## config.mk

```make
export PLATFORM = sky130hd
export DESIGN_NAME = annexb_frame_boundary_splitter
export DESIGN_NICKNAME = d
export VERILOG_FILES = /design/src/rtl/core/afbs_pkg.sv /design/src/rtl/core/annexb_frame_boundary_splitter.sv /design/src/rtl/core/afbs_parser.sv /design/src/rtl/core/afbs_result_queue.sv
export SDC_FILE = /design/constraint.sdc
export NUM_CORES = 1
export LEC_CHECK = 0
export ABC_AREA = 1
export ABC_CLOCK_PERIOD_IN_PS = 11800
export BUFFER_PORTS_ARGS = -buffer_cell sky130_fd_sc_hd__buf_4
export CORE_AREA = 3 3 241 220
export CTS_BUF_LIST = sky130_fd_sc_hd__clkbuf_8
export DETAILED_ROUTE_END_ITERATION = 6
export DIE_AREA = 0 0 244 223
export RECOVER_POWER = 50
export SETUP_SLACK_MARGIN = 0.02
export SLEW_MARGIN = 20
export SYNTH_ARGS = -nofsm -noshare
export SYNTH_HDL_FRONTEND = slang
export SYNTH_SLANG_ARGS = --single-unit
```

## constraint.sdc

```tcl
create_clock -name clk -period 11.8 [get_ports clk]
set_clock_uncertainty 0.2 [all_clocks]
set_input_delay 1.77 -clock clk [delete_from_list [all_inputs] [get_ports clk]]
set_output_delay 1.77 -clock clk [all_outputs]
set_load 0.03 [all_outputs]
```

## src/rtl/core/afbs_pkg.sv

```systemverilog
// Shared types and constants for the Annex B frame boundary splitter.
// Used by the parser, the result queue and the top level.
package afbs_pkg;

    localparam int LEN_BITS     = 32;
    localparam int TYPE_BITS    = 5;
    localparam int WINDOW_DEPTH = 5;
    localparam int FILL_BITS    = 3;
    localparam int QUEUE_DEPTH  = 4;
    localparam int QPTR_BITS    = 2;
    localparam int QCNT_BITS    = 3;

    // Low five bits of the header byte carry the unit type
    localparam logic [7:0] TYPE_MASK = 8'h1f;
    // Top bit of the first slice byte: first macroblock address coded as zero
    localparam logic [7:0] FIRST_MB_ZERO_BIT = 8'h80;

    // NAL unit type codes
    localparam logic [TYPE_BITS-1:0] NAL_UNSPEC = 5'd0;
    localparam logic [TYPE_BITS-1:0] NAL_SLICE  = 5'd1;
    localparam logic [TYPE_BITS-1:0] NAL_IDR    = 5'd5;
    localparam logic [TYPE_BITS-1:0] NAL_SEI    = 5'd6;
    localparam logic [TYPE_BITS-1:0] NAL_SPS    = 5'd7;
    localparam logic [TYPE_BITS-1:0] NAL_PPS    = 5'd8;

    // One result word
    typedef struct packed {
        logic [LEN_BITS-1:0] frame_length;
        logic                is_final;
        logic                last_of_run;
    } result_t;

    // Results produced by one input word, handed to the queue
    typedef struct packed {
        logic [1:0] count;
        result_t    first;
        result_t    second;
    } push_t;

endpackage

```

## src/rtl/core/annexb_frame_boundary_splitter.sv

```systemverilog
// Top level of the Annex B frame boundary splitter.
// Depends on afbs_pkg, afbs_parser and afbs_result_queue.

// Takes one stream byte per cycle while the output queue has room, and
// reports each frame's length in bytes when the next frame's first unit is
// recognized, plus a final length on the byte flagged end_of_stream (after
// which the block starts a fresh stream). A byte is processed in the cycle it
// is accepted; its results are registered in a four-entry output queue before
// they reach the output. A byte yields zero, one or two results; input is
// taken whenever the queue has space for two, so with the output always ready
// the sustained rate is one byte per cycle.
module annexb_frame_boundary_splitter #(
    parameter int POSITION_BITS = 32
) (
    input  logic                          clk,
    input  logic                          rst_n,
    input  logic                          in_valid,
    output logic                          in_ready,
    input  logic [7:0]                    data_byte,
    input  logic                          end_of_stream,
    output logic                          out_valid,
    input  logic                          out_ready,
    output logic [afbs_pkg::LEN_BITS-1:0] frame_length,
    output logic                          is_final,
    output logic                          last_of_run
);

    logic              accept;
    afbs_pkg::push_t   push;
    afbs_pkg::result_t head;

    assign accept = in_valid && in_ready;

    // Parse the byte stream
    afbs_parser #(
        .POSITION_BITS (POSITION_BITS)
    ) u_parser (
        .clk           (clk),
        .rst_n         (rst_n),
        .accept        (accept),
        .data_byte     (data_byte),
        .end_of_stream (end_of_stream),
        .push          (push)
    );

    // Queue results toward the output
    afbs_result_queue u_queue (
        .clk       (clk),
        .rst_n     (rst_n),
        .push_en   (accept),
        .push      (push),
        .room      (in_ready),
        .out_valid (out_valid),
        .out_ready (out_ready),
        .head      (head)
    );

    assign frame_length = head.frame_length;
    assign is_final     = head.is_final;
    assign last_of_run  = head.last_of_run;

    // A flush word always leaves a result waiting
    assert property (@(posedge clk) disable iff (!rst_n)
        (accept && end_of_stream) |=> out_valid)
        else $error("flush word produced no result");

    // The final length always closes its run
    assert property (@(posedge clk) disable iff (!rst_n)
        (out_valid && is_final) |-> last_of_run)
        else $error("final length not marked last of run");

    // Input stalls only when results are pending
    assert property (@(posedge clk) disable iff (!rst_n)
        !in_ready |-> out_valid)
        else $error("input stalled with empty queue");

endmodule

```

## src/rtl/core/afbs_parser.sv

```systemverilog
// Start code window, unit type tracking and frame length computation.
// Depends on afbs_pkg; produces up to two result words per input word.
module afbs_parser #(
    parameter int POSITION_BITS = 32
) (
    input  logic             clk,
    input  logic             rst_n,
    input  logic             accept,
    input  logic [7:0]       data_byte,
    input  logic             end_of_stream,
    output afbs_pkg::push_t  push
);

    localparam int PB = POSITION_BITS;
    localparam int DW = (PB > afbs_pkg::LEN_BITS) ? PB : afbs_pkg::LEN_BITS;

    logic [7:0]                        window_reg [afbs_pkg::WINDOW_DEPTH];
    logic [7:0]                        window_next [afbs_pkg::WINDOW_DEPTH];
    logic [afbs_pkg::FILL_BITS-1:0]    fill_reg, fill_next;
    logic [PB-1:0]                     pos_reg, pos_next;
    logic [PB-1:0]                     start_reg, start_next;
    logic [afbs_pkg::TYPE_BITS-1:0]    prev_type_reg, prev_type_next;

    logic                              code_seen;
    logic [afbs_pkg::TYPE_BITS-1:0]    unit_type;
    logic [PB-1:0]                     unit_pos;
    logic                              prev_vcl;
    logic                              cut;
    logic [PB-1:0]                     start_after_cut;
    logic [PB-1:0]                     cut_diff;
    logic [PB-1:0]                     final_diff;
    logic [DW-1:0]                     cut_wide;
    logic [DW-1:0]                     final_wide;
    logic [afbs_pkg::LEN_BITS-1:0]     cut_len;
    logic [afbs_pkg::LEN_BITS-1:0]     final_len;

    // Detect 00 00 00 01 followed by the header byte
    assign code_seen = (fill_reg == afbs_pkg::FILL_BITS'(afbs_pkg::WINDOW_DEPTH))
                    && (window_reg[0] == 8'h00) && (window_reg[1] == 8'h00)
                    && (window_reg[2] == 8'h00) && (window_reg[3] == 8'h01);
    assign unit_type = afbs_pkg::TYPE_BITS'(window_reg[4] & afbs_pkg::TYPE_MASK);
    assign unit_pos  = (pos_reg >= PB'(afbs_pkg::WINDOW_DEPTH))
                     ? pos_reg - PB'(afbs_pkg::WINDOW_DEPTH) : '0;
    assign prev_vcl  = (prev_type_reg >= afbs_pkg::NAL_SLICE)
                    && (prev_type_reg <= afbs_pkg::NAL_IDR);

    // Decide whether this unit opens a new frame
    always_comb
    begin
        cut = 1'b0;
        if (code_seen)
        begin
            priority if ((unit_type == afbs_pkg::NAL_SLICE) || (unit_type == afbs_pkg::NAL_IDR))
            begin
                if (unit_type != prev_type_reg)
                    cut = prev_vcl;
                else
                    cut = (data_byte & afbs_pkg::FIRST_MB_ZERO_BIT) != 8'h00;
            end
            else if ((unit_type == afbs_pkg::NAL_SEI) || (unit_type == afbs_pkg::NAL_SPS)
                     || (unit_type == afbs_pkg::NAL_PPS))
            begin
                cut = prev_vcl;
            end
            else
            begin
                cut = 1'b0;
            end
        end
    end

    // Advance position, saturating at the top
    assign pos_next        = (pos_reg == {PB{1'b1}}) ? pos_reg : pos_reg + PB'(1);
    assign start_after_cut = cut ? unit_pos : start_reg;

    // Lengths, floored at zero and clamped to the output width
    assign cut_diff   = (unit_pos > start_reg) ? unit_pos - start_reg : '0;
    assign final_diff = (pos_next > start_after_cut) ? pos_next - start_after_cut : '0;
    assign cut_wide   = DW'(cut_diff);
    assign final_wide = DW'(final_diff);
    assign cut_len    = (cut_wide > DW'({afbs_pkg::LEN_BITS{1'b1}}))
                      ? {afbs_pkg::LEN_BITS{1'b1}} : cut_wide[afbs_pkg::LEN_BITS-1:0];
    assign final_len  = (final_wide > DW'({afbs_pkg::LEN_BITS{1'b1}}))
                      ? {afbs_pkg::LEN_BITS{1'b1}} : final_wide[afbs_pkg::LEN_BITS-1:0];

    // Pack the results of this word, boundary first and flush last
    always_comb
    begin
        push = '0;
        push.count = {1'b0, cut} + {1'b0, end_of_stream};
        if (cut)
        begin
            push.first.frame_length = cut_len;
            push.first.is_final     = 1'b0;
            push.first.last_of_run  = !end_of_stream;
            push.second.frame_length = final_len;
            push.second.is_final     = 1'b1;
            push.second.last_of_run  = 1'b1;
        end
        else
        begin
            push.first.frame_length = final_len;
            push.first.is_final     = 1'b1;
            push.first.last_of_run  = 1'b1;
        end
    end

    // Next state: shift the window, track type and frame start, clear on flush
    always_comb
    begin
        for (int k = 0; k < afbs_pkg::WINDOW_DEPTH - 1; k++)
            window_next[k] = window_reg[k + 1];
        window_next[afbs_pkg::WINDOW_DEPTH - 1] = data_byte;
        fill_next = (fill_reg < afbs_pkg::FILL_BITS'(afbs_pkg::WINDOW_DEPTH))
                  ? fill_reg + afbs_pkg::FILL_BITS'(1) : fill_reg;
        prev_type_next = (code_seen && (unit_type != afbs_pkg::NAL_UNSPEC))
                       ? unit_type : prev_type_reg;
        start_next = start_after_cut;
        if (end_of_stream)
        begin
            for (int k = 0; k < afbs_pkg::WINDOW_DEPTH; k++)
                window_next[k] = 8'h00;
            fill_next      = '0;
            prev_type_next = afbs_pkg::NAL_UNSPEC;
            start_next     = '0;
        end
    end

    // Hold state, update on each accepted word
    always_ff @(posedge clk or negedge rst_n)
    begin
        if (!rst_n)
        begin
            for (int k = 0; k < afbs_pkg::WINDOW_DEPTH; k++)
                window_reg[k] <= 8'h00;
            fill_reg      <= '0;
            pos_reg       <= '0;
            start_reg     <= '0;
            prev_type_reg <= afbs_pkg::NAL_UNSPEC;
        end
        else if (accept)
        begin
            window_reg    <= window_next;
            fill_reg      <= fill_next;
            pos_reg       <= end_of_stream ? '0 : pos_next;
            start_reg     <= start_next;
            prev_type_reg <= prev_type_next;
        end
    end

endmodule

```

## src/rtl/core/afbs_result_queue.sv

```systemverilog
// Four-entry result queue that takes up to two words per cycle.
// Depends on afbs_pkg; drives the output channel.
module afbs_result_queue (
    input  logic              clk,
    input  logic              rst_n,
    input  logic              push_en,
    input  afbs_pkg::push_t   push,
    output logic              room,
    output logic              out_valid,
    input  logic              out_ready,
    output afbs_pkg::result_t head
);

    afbs_pkg::result_t                 mem_reg [afbs_pkg::QUEUE_DEPTH];
    logic [afbs_pkg::QPTR_BITS-1:0]    wr_ptr_reg, wr_ptr_next;
    logic [afbs_pkg::QPTR_BITS-1:0]    rd_ptr_reg, rd_ptr_next;
    logic [afbs_pkg::QCNT_BITS-1:0]    count_reg, count_next;
    logic [1:0]                        push_n;
    logic                              pop;

    // Room for two words keeps a two-result word from overflowing
    assign room      = count_reg <= afbs_pkg::QCNT_BITS'(afbs_pkg::QUEUE_DEPTH - 2);
    assign out_valid = count_reg != '0;
    assign head      = mem_reg[rd_ptr_reg];
    assign pop       = out_valid && out_ready;
    assign push_n    = push_en ? push.count : 2'd0;

    assign wr_ptr_next = wr_ptr_reg + afbs_pkg::QPTR_BITS'(push_n);
    assign rd_ptr_next = rd_ptr_reg + afbs_pkg::QPTR_BITS'(pop);
    assign count_next  = count_reg + afbs_pkg::QCNT_BITS'(push_n)
                       - afbs_pkg::QCNT_BITS'(pop);

    // Store pushed words
    always_ff @(posedge clk)
    begin
        if (push_n != 2'd0)
            mem_reg[wr_ptr_reg] <= push.first;
        if (push_n == 2'd2)
            mem_reg[wr_ptr_reg + afbs_pkg::QPTR_BITS'(1)] <= push.second;
    end

    // Advance pointers and occupancy
    always_ff @(posedge clk or negedge rst_n)
    begin
        if (!rst_n)
        begin
            wr_ptr_reg <= '0;
            rd_ptr_reg <= '0;
            count_reg  <= '0;
        end
        else
        begin
            wr_ptr_reg <= wr_ptr_next;
            rd_ptr_reg <= rd_ptr_next;
            count_reg  <= count_next;
        end
    end

endmodule
```

==> qor.yml, run 1 <==
mostFrequentLayoutCells: "nand2_1, nor2_1, inv_1"
fin_crit_sh_pct: 69.8
dp_slack_ns: 5.55
postSynthCellCount: 2358
antenna_cells: 0
setup_viol: 0
synthArstFlopShare_pct: 46.7
seq_area_frac_synth_pct: 40.0
whs_endpoint: "u_parser.window_reg[36]"
syn_area_sq_mm: 0.0177
core_region_area_sq_mm: 0.0504
critPathKind: "in2reg"
fillers: 5393
endpoint_kind: "flop"
routed-via-count: 17100
dr.pass1.iters: 6
largest_reg_flops: 136
clockRootBuffer: "clkbuf_8"
place.gp.congestion: 0.968
drv_slew: 408
post_cts.repair.setup_buffers: 0
finalSetupTns_ns: 0
r2r_slack_ns: 3.86
post-route-util_pct: 38.4
worst_ep_required_time_ns: 11.93
grt-ovfl-total: 0
whs_path_depth: 2
syn_nets: 2450
layout_commonest_cell: "nand2_1"
grt_pass1_vias: 16300
fp.dieArea_sq_mm: 0.0544
min_from: "u_parser.window_reg[36]"
via_per_inst: 5.51
finalHoldViolCount: 0
postRouteAntennaNets: 0
yosys_warnings: 0
initial_core_util_pct: 35.1
violations: "capacitance limit, slew limit"
hold_path_class: "reg2reg"
synth.distinct_cells: 55
layout-drive-gt1-share_pct: 5.71
r2r-start: "u_parser.unit_type[0]"
start_kind: "input pin"
crit_arrival_ns: 8.37
area_growth_pct: 9.51
synthFlopType: "edfxtp_1"
grt_max_degree: 70
tightest_slew_ns: 3.71
syn_avg_cell_area_sq_um: 7.49
synth-edff-count: 136
fin_ws_ns: 3.56
die_h_microns: 223
status: "finished, violations left"
cts_buffers: 46
fmax_mhz: 121
die_w_microns: 244
synth-seq-cells: 255
reg2reg_depth: 20
boundaryPins: 49
first_iter_violations: 1868
dp_hpwl_mm: 44.7
grt_pass1_wl_mm: 94.5
reg2reg_to: "u_queue.mem_reg[1][30]"
wl_per_cell_microns: 19.7
relSlewSlack_pct: -147
cts_sinks: 255
cap_viol_max_count: 8
drt-total-wl_mm: 61.1
period_minus_slack_ns: 8.24
clk_latency_ns: 0.60
antenna_found_initial: 0
ctsResizeCount: 0
multiInputGateArea_sq_mm: 0.00926
hold_buffers: 0
crit_fanout: 67
rows: 78
nNetsFinal: 2481
clockBufferDepth: 3
cts_tree: "built"
portBuffers: 48
cts_max_level: 2
grt.total_usage_pct: 22.1
ff_latch_area_sq_mm: 0.00706
clk_pin_slew_ns: 0.06
rsz0062_at_grt: "false"
drc: 0
## synthesized netlist by cell type, types with 15 or more instances
cell type	count	area, sq um
nand2_1	537	2020
nor2_1	267	1000
inv_1	239	897
o21ai_0	221	1110
edfxtp_1	136	4080
dfrtp_1	119	2980
a21oi_1	107	536
o22ai_1	102	638
nand3_1	88	440
ha_1	77	963
xor2_1	63	552
clkbuf_1	61	229
nand4_1	56	350
nor3_1	45	225
o21ai_1	40	200
inv_2	24	90.1
nor4_1	20	125
buf_2	19	95.1
o21bai_1	18	135
a31oi_1	15	93.8
xnor2_1	15	131
## kinds of logic after synthesis
| family | after synthesis | share of synthesized area, % |
|---|---|---|
| DFF | 255 | 40.0 |
| AOI/OAI and AO/OA | 539 | 17.0 |
| xor gates and xnor gates | 78 | 3.87 |
| and+or+nand+nor | 1054 | 25.6 |
| buffers and inverters | 353 | 7.86 |
| adders and majority gates | 79 | 5.68 |
## how the worst max path moves through the flow
stage | startpoint | endpoint | cells after the start
floorplan | data_byte[7] | u_queue.mem_reg[0][0] | 7
finish | data_byte[7] | u_queue.mem_reg[1][30] | 18
CTS | u_parser.pos_reg[0] | u_queue.mem_reg[2][23] | 26
global route | data_byte[7] | u_queue.mem_reg[1][32] | 18
global placement | data_byte[7] | u_queue.mem_reg[3][23] | 24
detailed placement | data_byte[7] | u_queue.mem_reg[2][23] | 23
## cell type report
cell class / instances / area share (%)
clock buffers: 49 / 3.49
clock inverters: 28 / 0.589
inverters: 265 / 5.16
multi-input cells: 1750 / 47.9
flip-flops and latches: 255 / 36.5
well taps: 680 / 4.40
repair buffers: 71 / 1.96
## metal layers
layer | vias up | GRT usage [%] | wire length [microns]
met3 | 113 | 3.55 | 4820
met2 | 741 | 32.9 | 25800
li1 | 8071 | - | -
met1 | 8143 | 32.8 | 28900
met4 | 0 | 6.69 | 1590
met5 | - | 0 | 0
## critical path, cell delays in order
cell and delay (ns):
clkbuf_4 0.11, inv_1 0.07, o311ai_0 0.21, nand2_2 0.10, clkbuf_1 1.80, inv_1 0.76, ha_1 0.57, nor2_1 0.11
inv_1 0.09, nor2_1 0.09, clkbuf_1 0.89, inv_1 0.77, nand2_1 0.22, nand2_1 0.08, buf_4 0.28, inv_1 0.17
nor2_1 0.06, o21bai_1 0.14
## stage by stage
stage,instances,cell area (sq um),hold WS [ns]
after global routing,3098,19300,0.325
after global placement,3021,18700,0.270
after CTS,3098,19500,0.293
after detailed placement,3021,18700,0.279
final,3098,19300,0.286
after floorplan,2358,17700,0.253
Power of run 1 is not shown: default switching activity piles up to over one toggle a cycle in this logic, so the estimate is an artifact.
==> run 2, diff against run 1 <==
ABC_CLOCK_PERIOD_IN_PS = 8400   (was 11800)
clock period = 8.4 ns   (was 11.8 ns; I/O delays follow)
==> run 2 against run 1 <==
Against the previous run:
- non-clock buffer count did not move
- the run still ends with capacitance limit, slew limit left
- critical endpoint is now u_queue.mem_reg[3][32]
- global-route usage is 0.076 points lower
- sequential cell count stayed put
- first-iteration DRC count up 3.6%
- highest routed layer unchanged
- sequential share of layout area shrank 0.24 points
- critical path depth unchanged
- die area unchanged
- cell count rose by 0.23%
- via count increased by 0.25%
- count of clock-buffer cells in the layout rose by 7
- register-to-register slack got worse by 2.4 ns
- hold slack improved by 0.0048 ns
==> qor.yml, run 2 (synthesized netlist as in run 1, its figures left out) <==
fillers: 5316  # -1.4%
drv_slew: 338  # -17%
rsz0062_at_grt: "false"
clk_latency_ns: 0.61  # about the same
cts_buffers: 46  # unchanged
tightest_slew_ns: 3.68  # -0.0334 ns
period_minus_slack_ns: 6.93
portBuffers: 48  # unchanged
whs_path_depth: 2  # unchanged
drt-total-wl_mm: 61.2  # +0.13%
antenna_found_initial: 0  # unchanged
min_from: "u_parser.window_reg[36]"
clockRootBuffer: "clkbuf_8"
r2r_slack_ns: 1.47  # -2.39 ns
core_region_area_sq_mm: 0.0504  # unchanged
start_kind: "flop"
layout-drive-gt1-share_pct: 6.10  # +0.40 points
largest_reg_flops: 136  # unchanged
mostFrequentLayoutCells: "nand2_1, nor2_1, inv_1"
cap_viol_max_count: 6  # -2
area_growth_pct: 10.2
worst_ep_required_time_ns: 8.51  # -3.42 ns
die_h_microns: 223  # unchanged
rows: 78  # unchanged
crit_start: "u_parser.prev_type_reg[2]"
via_per_inst: 5.51  # about the same
antenna_cells: 0  # unchanged
boundaryPins: 49  # unchanged
layout_commonest_cell: "nand2_1"
grt_pass1_wl_mm: 94.4  # -0.13%
relSlewSlack_pct: -145  # +2.2 points
dr.pass1.iters: 5  # -1
post-route-util_pct: 38.7  # +0.26 points
violations: "capacitance limit, slew limit"
place.gp.congestion: 0.981  # +1.4%
fin_crit_sh_pct: 82.5
crit_fanout: 24  # -64%
grt.total_usage_pct: 22.0  # -0.076 points
cts_sinks: 255  # unchanged
wl_per_cell_microns: 19.7  # about the same
drc: 0  # unchanged
critPathKind: "reg2reg"
postRouteAntennaNets: 0  # unchanged
clk_pin_slew_ns: 0.06  # about the same
fmax_mhz: 144
endpoint_kind: "flop"
post_cts.repair.setup_buffers: 0  # unchanged
clockBufferDepth: 3  # unchanged
initial_core_util_pct: 35.1  # unchanged
cts_max_level: 2  # unchanged
dp_hpwl_mm: 45.0  # +0.59%
die_w_microns: 244  # unchanged
fp.dieArea_sq_mm: 0.0544  # unchanged
cts_tree: "built"
crit_arrival_ns: 7.04  # -1.33 ns
grt-ovfl-total: 0  # unchanged
grt_pass1_vias: 16200  # -0.48%
nNetsFinal: 2481  # unchanged
ctsResizeCount: 0  # unchanged
finalHoldViolCount: 0  # unchanged
setup_viol: 0  # unchanged
finalSetupTns_ns: 0  # unchanged
r2r-start: "u_parser.prev_type_reg[2]"
hold_buffers: 0  # unchanged
grt_max_degree: 74  # +5.7%
hold_path_class: "reg2reg"
status: "finished, violations left"
first_iter_violations: 1935  # +3.6%
routed-via-count: 17100  # +0.25%
reg2reg_depth: 18  # -10%
[run 2: cell count changes in the layout (fill, tap and decap cells not counted), sizes merged]
cell and change:
buf +1, inv +1, bufinv +1, clkbuf +6, clkinv -5, clkinvlp +3
[run 2: worst max-delay path, cell delays in order, from the launching register on]
cell and delay [ns]:
dfrtp_1 0.41, a2111oi_0 0.72, o21ai_0 0.18, o311ai_0 0.20, nand2_1 0.61, inv_1 0.51, ha_1 0.36, nand2_1 0.15
nor2_1 0.18, inv_1 0.09, nor2_1 0.08, clkbuf_1 0.96, inv_2 0.56, nand2_1 0.20, nand2_1 0.43, buf_4 0.41
inv_1 0.15, nor2_1 0.06, o21bai_1 0.15
[run 2: per-layer routing]
metal	global-route usage [%]	vias to the layer above	wire, microns
met5	0	-	0
met4	6.02	0	1570
met3	3.99	119	5360
met2	32.8	780	25600
met1	32.7	8124	28700
li1	-	8088	-
[run 2: final timing paths]
path | to
hold reg to reg | u_parser.window_reg[36]
min in group asynchronous | u_parser.pos_reg[31]
hold / removal | u_parser.window_reg[36]
setup / recovery | u_queue.mem_reg[3][32]
max in group asynchronous | u_queue.rd_ptr_reg[0]
setup reg to reg | u_queue.mem_reg[3][32]
[run 2: area by class of cell]
| cell class | instances | area, sq um | area share (%) |
|---|---|---|---|
| multi-input combinational | 1750 | 9260 | 47.6 |
| inverter | 265 | 997 | 5.12 |
| clock inverter | 28 | 155 | 0.797 |
| tap | 680 | 851 | 4.37 |
| clock buffer | 56 | 771 | 3.96 |
| timing repair buffer | 71 | 373 | 1.92 |
| sequential | 255 | 7060 | 36.3 |
[run 2: stage by stage]
stage          cells  hold WS (ns)  instance area (sq um)  setup WS, ns
2_1_floorplan   2358         0.253                  17700          3.01
3_5_place_dp    3021         0.278                  18700          2.01
5_1_grt         3105         0.323                  19500         0.967
4_1_cts         3105         0.293                  19600          2.35
3_3_place_gp    3021         0.270                  18700          2.20
6_report        3105         0.291                  19500          1.47
Power of run 2 is left out for the same reason.
==> run 3, diff against run 2 <==
ABC_CLOCK_PERIOD_IN_PS = 6600   (was 8400)
clock period = 6.6 ns   (was 8.4 ns; I/O delays follow)
==> run 3 against run 2 <==
Against the previous run:
- the run ends with DRC, capacitance limit, slew limit left
- sequential share of layout area rose by 0.052 points
- core utilization fell by 0.055 points
- hold slack barely moved
- setup slack got worse by 0.89 ns
- design area fell by 0.14%
- non-clock buffer count rose by 1
- count of clock-buffer cells in the layout fell by 3
- critical path depth rose by 1
- register-to-register slack got worse by 0.89 ns
- maximum frequency rose by 15%
- critical endpoint unchanged
- largest cell class unchanged
==> qor.yml, run 3 (synthesized netlist as in run 1, its figures left out) <==
antenna_found_initial: 0  # unchanged
core_region_area_sq_mm: 0.0504  # unchanged
antenna_cells: 0  # unchanged
cts_tree: "built"
slowest_delay_ns: 0.93  # -0.03 ns
whs_path_depth: 2  # unchanged
setup_viol: 0  # unchanged
portBuffers: 48  # unchanged
grt_pass1_vias: 16400  # +1.2%
clk_latency_ns: 0.61  # about the same
post_cts.repair.setup_buffers: 0  # unchanged
r2r-start: "u_parser.window_reg[37]"
layout_commonest_cell: "nand2_1"
grt.total_usage_pct: 21.7  # -0.36 points
cts_buffers: 47  # +2.2%
layout-drive-gt1-share_pct: 6.10  # unchanged
multiInputGateArea_sq_mm: 0.00926  # unchanged
dp_hpwl_mm: 43.6  # -3.1%
crit_fanout: 31  # +29%
violations: "DRC, capacitance limit, slew limit"
cts_max_level: 2  # unchanged
mostFrequentLayoutCells: "nand2_1, nor2_1, inv_1"
crit_buf_inv: 6  # unchanged
drt-total-wl_mm: 60.0  # -1.9%
finalHoldViolCount: 0  # unchanged
grt_pass1_wl_mm: 93.5  # -0.96%
relSlewSlack_pct: -132  # +13 points
worstPathCellList: "nor4_1 -> nor4b_1 -> nand4_1 -> nor2_1 -> nand2_1 -> inv_1 -> ha_1 -> nand2_1 -> nor2_1 -> inv_1 -> nor2_1 -> clkbuf_1 -> inv_2 -> nand2_1 -> nand2_1 -> buf_4 -> inv_1 -> nor2_1 -> o21bai_1"
reg2reg_to: "u_queue.mem_reg[3][32]"
postRouteAntennaNets: 0  # unchanged
clockRootBuffer: "clkbuf_8"
drv_slew: 297  # -12%
slowest_stage: "clkbuf_1"
grt-ovfl-total: 0  # unchanged
fp.dieArea_sq_mm: 0.0544  # unchanged
grt_max_degree: 100  # +35%
largest_reg_flops: 136  # unchanged
status: "finished, violations left"
die_w_microns: 244  # unchanged
dr.pass1.iters: 7  # +2
finalSetupTns_ns: 0  # unchanged
nNetsFinal: 2483  # +0.081%
worst_ep_required_time_ns: 6.70  # -1.81 ns
whs_endpoint: "u_parser.window_reg[39]"
initial_core_util_pct: 35.1  # unchanged
ctsResizeCount: 0  # unchanged
routed-via-count: 16900  # -1.1%
start_kind: "flop"
fmax_mhz: 166  # +15%
tightest_slew_ns: 3.48  # -0.195 ns
fillers: 5311  # -0.094%
hold_path_class: "reg2reg"
clockBufferDepth: 3  # unchanged
rsz0062_at_grt: "false"
endpoint_kind: "flop"
crit_family: "buffers and inverters"
fin_crit_sh_pct: 91.2  # +8.7 points
boundaryPins: 49  # unchanged
wl_per_cell_microns: 19.3  # -1.9%
drc: 1  # +1
min_from: "u_parser.window_reg[39]"
period_minus_slack_ns: 6.02  # -0.911 ns
via_per_inst: 5.45  # -1.1%
clk_pin_slew_ns: 0.06  # about the same
critPathKind: "reg2reg"
rows: 78  # unchanged
cts_sinks: 255  # unchanged
r2r_slack_ns: 0.58  # -0.89 ns
reg2reg_depth: 19  # +1
first_iter_violations: 1750  # -9.6%
area_growth_pct: 10.1
die_h_microns: 223  # unchanged
place.gp.congestion: 0.990  # +0.85%
ff_latch_area_sq_mm: 0.00706  # unchanged
hold_buffers: 0  # unchanged
crit_arrival_ns: 6.12  # -0.92 ns
cap_viol_max_count: 5  # -1
run 3: layout make-up:
type                       instances  share of cell area [%]
clock buffer                      53                    3.75
inverter                         265                    5.13
clock inverter                    30                   0.811
sequential                       255                    36.3
tap                              680                    4.38
multi-input combinational       1750                    47.6
timing repair buffer              72                    1.98
run 3: worst min-delay path, stage by stage (launching register included):
cell and delay (ns):
dfrtp_1 0.35, nand2_1 0.05, o21ai_0 0.06
run 3: worst max-delay path by stage:
stage	from	end	slack, ns	cells past startpoint
2_1_floorplan	data_byte[7]	u_queue.mem_reg[0][0]	1.48	7
3_3_place_gp	u_parser.pos_reg[1]	u_queue.mem_reg[2][26]	1.10	24
3_5_place_dp	data_byte[7]	u_queue.mem_reg[2][26]	1.09	22
4_1_cts	u_parser.pos_reg[24]	u_queue.mem_reg[2][22]	1.10	22
5_1_grt	u_parser.pos_reg[22]	u_queue.mem_reg[0][26]	0.38	25
6_report	u_parser.window_reg[37]	u_queue.mem_reg[3][32]	0.58	19
run 3: layer usage:
metal / wire length (microns) / track usage (%) / up-vias
li1: - / - / 8097
met1: 28700 / 31.9 / 8072
met2: 25600 / 33.3 / 667
met3: 4380 / 3.38 / 94
met4: 1210 / 5.34 / 0
met5: 0 / 0 / -
run 3: metrics by stage:
stage | instances | hold WS [ns] | setup WS (ns) | area (sq um) | utilization (%)
2_1_floorplan | 2358 | 0.253 | 1.48 | 17700 | -
3_3_place_gp | 3022 | 0.270 | 1.10 | 18700 | 37.2
3_5_place_dp | 3022 | 0.275 | 1.09 | 18700 | 37.2
4_1_cts | 3105 | 0.278 | 1.10 | 19600 | 38.9
5_1_grt | 3105 | 0.310 | 0.381 | 19400 | 38.6
6_report | 3105 | 0.291 | 0.581 | 19400 | 38.6
Power of run 3 is left out for the same reason.
